### src/spn_cipher_32bit_encrypt_unit_assert.svh
// ---------------------------------------------------------------------------
// SPN cipher assertion macros
// Short forms for the concurrent checks used in the encrypt unit.
// ---------------------------------------------------------------------------
`ifndef SPN_CIPHER_32BIT_ENCRYPT_UNIT_ASSERT_SVH
`define SPN_CIPHER_32BIT_ENCRYPT_UNIT_ASSERT_SVH

// same-cycle implication, off during reset
`define SPN_ASSERT_IMPL(name, clk, rst, ante, cons) \
   name: assert property (@(posedge clk) disable iff (rst) (ante) |-> (cons)) \
      else $error("spn assertion failed");

// next-cycle implication, off during reset
`define SPN_ASSERT_NEXT(name, clk, rst, ante, cons) \
   name: assert property (@(posedge clk) disable iff (rst) (ante) |=> (cons)) \
      else $error("spn assertion failed");

// checks what reset itself leaves behind
`define SPN_ASSERT_AFTER_RESET(name, clk, rst, cons) \
   name: assert property (@(posedge clk) (rst) |=> (cons)) \
      else $error("spn assertion failed");

`endif

### src/spn_pkg.sv
// ---------------------------------------------------------------------------
// SPN cipher package
// Round shift table, nibble table and the round functions.
// ---------------------------------------------------------------------------
package spn_pkg;

   localparam int WORD_WIDTH    = 32;
   localparam int ROUND_DEFAULT = 16;
   localparam int PRIME_COUNT   = 23;

   typedef logic [WORD_WIDTH-1:0] word_type;

   localparam logic [6:0] ROUND_PRIMES [PRIME_COUNT] = '{
      7'd5,  7'd7,  7'd11, 7'd13, 7'd17, 7'd19, 7'd23, 7'd29,
      7'd31, 7'd37, 7'd41, 7'd43, 7'd47, 7'd53, 7'd59, 7'd61,
      7'd67, 7'd71, 7'd73, 7'd79, 7'd83, 7'd89, 7'd97
   };

   localparam word_type NIBBLE_TABLE [16] = '{
      32'h673b2a77, 32'h514af6b1, 32'hb2cf4e6f, 32'hdc958843,
      32'h20d0a204, 32'h95786052, 32'h795c3fe5, 32'he8b3e72c,
      32'haef914fe, 32'h4d227ba0, 32'h3fe70c96, 32'hf48693db,
      32'h0a6dbd1a, 32'hcb01c1cd, 32'h13a4d988, 32'h861e5539
   };

   // rotate right, amount already reduced to 5 bits
   function automatic word_type rotr32(input word_type v, input logic [4:0] s);
      logic [2*WORD_WIDTH-1:0] dbl;
      dbl = {v, v} >> s;
      return dbl[WORD_WIDTH-1:0];
   endfunction

   function automatic word_type substitute(input word_type v);
      word_type r;
      word_type e;
      r = '0;
      for (int j = 0; j < 8; j++) begin
         e = NIBBLE_TABLE[v[4*j +: 4]];
         r[4*j +: 4] = e[4*j +: 4];
      end
      return r;
   endfunction

   function automatic word_type permute(input word_type v);
      return (v & 32'h11111111) |
             ((v & 32'h20200000) >> 2)  |
             ((v & 32'h08080800) << 2)  |
             ((v & 32'h04040000) >> 4)  |
             ((v & 32'h00004000) << 4)  |
             ((v & 32'h00000020) << 5)  |
             ((v & 32'h40000000) >> 7)  |
             ((v & 32'h00008200) >> 8)  |
             ((v & 32'h00800002) << 8)  |
             ((v & 32'h00020000) >> 15) |
             ((v & 32'h00000004) << 15) |
             ((v & 32'h80400000) >> 16) |
             ((v & 32'h00000080) << 19) |
             ((v & 32'h02000000) >> 22) |
             ((v & 32'h00000008) << 22) |
             ((v & 32'h00000040) << 24);
   endfunction

endpackage

### src/spn_cipher_32bit_encrypt_unit.sv
// ---------------------------------------------------------------------------
// SPN cipher 32-bit encrypt unit
// Pipelined substitution-permutation encryptor, one round per stage.
// ---------------------------------------------------------------------------
//
//  channel   direction  handshake              payload
//  req_      in         req_tvalid/req_tready  tdata[31:0] plaintext
//  rsp_      out        rsp_tvalid/rsp_tready  tdata[31:0] ciphertext
//  csr_      in         csr_valid/csr_ready    csr_data[31:0] cipher_key
//
//  One item per cycle sustained while rsp_tready is high; each result passes
//  through one register stage per round before rsp_tvalid rises.
//  Synchronous active-high reset empties every stage and clears the key;
//  req_tready and csr_ready stay low while reset is high.
//  A stall at rsp_ holds the last stage; earlier stages keep filling into
//  empty slots, so bubbles close up before req_tready drops.
//  csr_ready is high out of reset; the user must write the key only while the
//  pipe is empty; the block itself does not enforce this.
module spn_cipher_32bit_encrypt_unit #(
   parameter int ROUND_COUNT = spn_pkg::ROUND_DEFAULT
) (
   input  logic              clock,
   input  logic              reset,
   // item in
   input  logic              req_tvalid,
   output logic              req_tready,
   input  spn_pkg::word_type req_tdata,   // [31:0] plaintext
   // item out
   output logic              rsp_tvalid,
   input  logic              rsp_tready,
   output spn_pkg::word_type rsp_tdata,   // [31:0] ciphertext
   // key register write
   input  logic              csr_valid,
   output logic              csr_ready,
   input  spn_pkg::word_type csr_data     // [31:0] cipher_key
);
   import spn_pkg::*;

   `include "spn_cipher_32bit_encrypt_unit_assert.svh"

   // key register
   word_type key_ff;

   assign csr_ready = !reset;

   always_ff @(posedge clock) begin
      if (reset) begin
         key_ff <= '0;
      end else if (csr_valid) begin
         key_ff <= csr_data;
      end
   end

   // pipeline stages: stage i holds the word after round i
   logic     valid_ff    [ROUND_COUNT];
   word_type word_ff     [ROUND_COUNT];
   logic     stage_ready [ROUND_COUNT];

   genvar gi;
   generate
      for (gi = 0; gi < ROUND_COUNT; gi++) begin : g_round
         // rotate amount is a constant per stage, so the rotate is wiring
         localparam logic [6:0] PRIME = ROUND_PRIMES[gi % PRIME_COUNT];

         logic     up_valid;
         word_type up_word;
         logic     down_ready;
         word_type round_key;
         word_type word_in;
         logic     valid_in;

         if (gi == 0) begin : g_first
            assign up_valid = req_tvalid;
            assign up_word  = req_tdata;
         end else begin : g_mid
            assign up_valid = valid_ff[gi-1];
            assign up_word  = word_ff[gi-1];
         end

         if (gi == ROUND_COUNT-1) begin : g_last
            assign down_ready = rsp_tready;
         end else begin : g_inner
            assign down_ready = stage_ready[gi+1];
         end

         assign stage_ready[gi] = !valid_ff[gi] || down_ready;
         assign round_key       = rotr32(key_ff, PRIME[4:0]);
         assign word_in         = permute(substitute(up_word ^ round_key));
         assign valid_in        = stage_ready[gi] ? up_valid : valid_ff[gi];

         always_ff @(posedge clock) begin
            if (reset) begin
               valid_ff[gi] <= 1'b0;
            end else begin
               valid_ff[gi] <= valid_in;
            end
         end

         // payload needs no reset
         always_ff @(posedge clock) begin
            if (stage_ready[gi] && up_valid) begin
               word_ff[gi] <= word_in;
            end
         end
      end
   endgenerate

   assign req_tready = stage_ready[0] && !reset;
   assign rsp_tvalid = valid_ff[ROUND_COUNT-1];
   assign rsp_tdata  = word_ff[ROUND_COUNT-1];

   // a held first stage keeps its word
   `SPN_ASSERT_NEXT(a_first_stage_hold, clock, reset,
      valid_ff[0] && !stage_ready[0], valid_ff[0] && $stable(word_ff[0]))
   // the first stage fills only from an offered input item
   `SPN_ASSERT_IMPL(a_fill_from_input, clock, reset, $rose(valid_ff[0]), $past(req_tvalid))
   // reset leaves no result on the output
   `SPN_ASSERT_AFTER_RESET(a_reset_empty, clock, reset, !rsp_tvalid)

endmodule

### config.mk
export PLATFORM = sky130hd
export DESIGN_NAME = spn_cipher_32bit_encrypt_unit
export DESIGN_NICKNAME = d
export VERILOG_FILES = /design/src/spn_pkg.sv /design/src/spn_cipher_32bit_encrypt_unit.sv
export VERILOG_INCLUDE_DIRS = /design/src /design/src/src
export SDC_FILE = /design/constraint.sdc
export NUM_CORES = 2
export LEC_CHECK = 0
export ABC_AREA = 1
export BUFFER_PORTS_ARGS = -buffer_cell sky130_fd_sc_hd__buf_2
export CAP_MARGIN = 15
export CORE_MARGIN = 3
export CORE_UTILIZATION = 50
export DETAILED_ROUTE_END_ITERATION = 8
export PLACE_DENSITY = 0.64
export RECOVER_POWER = 100
export SLEW_MARGIN = 20
export SYNTH_ARGS = -nofsm -noshare
export SYNTH_HDL_FRONTEND = slang
export SYNTH_SLANG_ARGS = --single-unit
### constraint.sdc
create_clock -name clock -period 3.7 [get_ports clock]
set_input_delay 0.74 -clock clock [delete_from_list [all_inputs] [get_ports clock]]
set_output_delay 0.74 -clock clock [all_outputs]
set_load 0.03 [all_outputs]
==> results.ini <==
[power_and_ir_drop]
power.leakage_nw = 19.2
peakVddDrop_mv = 0.287
power_density_nw_per_um2 = 393

[global_route]
global_route_wire_length_before_repair_um = 160000
grt-ovfl-total = 0
antenna_violations_before_repair = 5
grt_start_max_net_pins = 33
first_global_vias = 29148
global_route.usage.total = 0.242

[sta]
final.min_clock_period_ps = 3470
finalSetupTns_ps = 0
timing_worst_slew_pin_value_ps = 2680
fin_skew_ps = 20.8
drv_slew = 430
fin_crit_sh = 0.938
total_setup_violations_reported_at_the_end_of_the_flow = 0
max-slew-margin-rel = -0.795
hold_ws_ps = 367
final_hold_viol_count = 0
rsz0062_at_grt = no
max_freq_mhz = 288
finalWorstSetupSlack_ps = 230

[cts]
root_buffer = sky130_fd_sc_hd__clkbuf_16
cts_hold_buffers = 0
cts.reportedPaths.clkPinSlew_ps = 60
h-tree-depth = 3
cts_resized = 0
clockBufferDepth = 3
post-cts-setup-buffers = 0
cts_tree = built
cts_inserted_buffers = 68
clkLatencyLatePin_ps = 600
cts_num_sinks = 528

[critical_path]
critPathLaunchType = register
cp_num_buf_inv = 3
timing.critical_path.max_delay_family = buffers and inverters
cp_data_arrival_time_ps = 3820
critical_path_class = reg -> reg
slowest_delay_ps = 1240
critical_path.endpoint_type = register
critPathSlowestCell = sky130_fd_sc_hd__clkbuf_1
cp_data_required_time_ps = 4050
worstPathCellList = clkbuf_1 -> xnor2_1 -> inv_1 -> ha_1 -> inv_1 -> o21ai_0 -> o21ai_0
critPathMaxFanout = 16

[finish]
mostFrequentLayoutCells = sky130_fd_sc_hd__nand2_1 (873), sky130_fd_sc_hd__inv_1 (590), sky130_fd_sc_hd__ha_1 (576), sky130_fd_sc_hd__o21ai_0 (532), sky130_fd_sc_hd__edfxtp_1 (480)
num-nets-final = 5417
antenna_cells = 0
multi_input_comb_area_um2 = 22300
mostFrequentLayoutCell = sky130_fd_sc_hd__nand2_1
area_delta_synth_final_pct = 9.84
ff_latch_area_um2 = 15400
n_fill_cell = 7216
layout-drive-gt1-share = 0.0740
finalCoreUtilization = 0.558

[flow_run]
maxCapViolCount = 15

[drt]
antenna_left = 0
drt-total-wl_um = 103000
wire_per_inst_um = 17.6
detailedRoute.firstIterationViolations = 2082
routed-via-count = 31115
drt_first_pass_iters = 6
viasPerCell = 5.30
post-route-drc-count = 0

[floorplanning]
design.portCount = 104
core-area_um2 = 79400
floorplan.initialDensity = 0.508
dieArea_um2 = 84100
die-height_um = 290
std_cell_rows = 103
chip_width_um = 290

[synthesis]
yosys_warnings = 0
synth.top_cell.area_share = 0.358
most_area_consuming_cells_after_synthesis = sky130_fd_sc_hd__edfxtp_1 (36%), sky130_fd_sc_hd__ha_1 (18%), sky130_fd_sc_hd__nand2_1 (8.1%), sky130_fd_sc_hd__xnor2_1 (7.1%), sky130_fd_sc_hd__o21ai_0 (6.6%)
yosys_register_bits = 528
synth_sequential_area_ratio = 0.381
synth.largest_area_cell = sky130_fd_sc_hd__edfxtp_1
netlist_instances = 4613
avgSynthCellArea_um2 = 8.74
yosysUniqueCellTypes = 43
post_synthesis_cell_area_um2 = 40300

[outcome]
failed_checks = capacitance limit, slew limit
run_status = finished with violations

[placement]
hpwlAfterDp_um = 78600
detailedPlace.worstSlack_ps = 473
gp_congestion = 0.906
buffer_ports.inserted = 101

[hold_path]
worst_hold_path_type = in -> reg

==> flip-flops by register name, summed over array words and instances, names as in the netlist <==
| signal | cells |
|---|---|
| key_ff | 32 |
| valid_ff | 16 |
| word_ff | 480 |
==> cell type report <==
class                           count  share of cell area
Clock inverter                     24             0.00477
Multi-Input combinational cell   3406               0.504
Tap cell                         1050              0.0297
Clock buffer                       99              0.0439
Timing Repair Buffer              174              0.0202
Sequential cell                   528               0.347
Inverter                          594              0.0503
==> worst paths after layout <==
check | start | to | slack (ps) | cells after the start
setup / recovery | key_ff[30] | word_ff[1][95] | 230 | 7
hold / removal | csr_data[23] | key_ff[23] | 370 | 3
setup reg to reg | key_ff[30] | word_ff[1][95] | 230 | 7
hold reg to reg | valid_ff[11] | valid_ff[12] | 470 | 2
==> kinds of logic after synthesis <==
family | count (synthesis) | synth area share
fa+ha+maj | 576 | 0.179
compound gates | 1034 | 0.148
other cells | 1 | 0.0000930
flops | 528 | 0.381
xor+xnor | 368 | 0.0799
buf+inv | 680 | 0.0656
mux | 5 | 0.00124
simple gates | 1421 | 0.145
==> through the flow <==
stage / power [mW] / area, um^2 / instances
global route: 18.4 / 44300 / 5875
floorplan: 9.98 / 40300 / 4614
CTS: 17.6 / 44600 / 5875
detailed placement: 11.1 / 42400 / 5752
finish: 17.4 / 44300 / 5875
global placement: 11.0 / 42400 / 5752
==> metal layers <==
metal  track usage  part of all wire
met5             0                 0
met4         0.128             0.060
met3        0.0279             0.039
met2         0.442              0.50
met1         0.277              0.40
==> synth_stat cells, drive strengths merged <==
master and number:
a31o 24, xor2 41, xnor2 327, dfxtp 48, o22a 2, a21oi 190, a22o 3, o31ai 9
or2 122, mux2i 5, a22oi 16, o21bai 3, clkbuf 23, conb 1, nor3 12, a32oi 6
o21ai 532, o311ai 14, o21a 11, ha 576, buf 63, a211oi 26, a31oi 35, edfxtp 480
o221ai 18, inv 592, nand3 89, nand3b 1, o22ai 28, o211ai 115, nand2 873, clkinv 2
nand4 4, o211a 1, a21o 1, nor2 320
==> worst reg2reg max path, stage by stage (launching register included) <==
cell and delay [ps]:
sky130_fd_sc_hd__dfxtp_1 680, sky130_fd_sc_hd__clkbuf_1 1240, sky130_fd_sc_hd__xnor2_1 350, sky130_fd_sc_hd__inv_1 220, sky130_fd_sc_hd__ha_1 250, sky130_fd_sc_hd__inv_1 60, sky130_fd_sc_hd__o21ai_0 70, sky130_fd_sc_hd__o21ai_0 370
==> power breakdown <==
group / leakage [nW] / total [mW] / switching, mW / internal (mW)
combinational: 13.4 / 3.88 / 2.51 / 1.37
clock: 1.06 / 6.46 / 2.59 / 3.87
sequential: 4.77 / 7.07 / 0.205 / 6.87
Note: power is estimated with default switching activity, not from simulation.
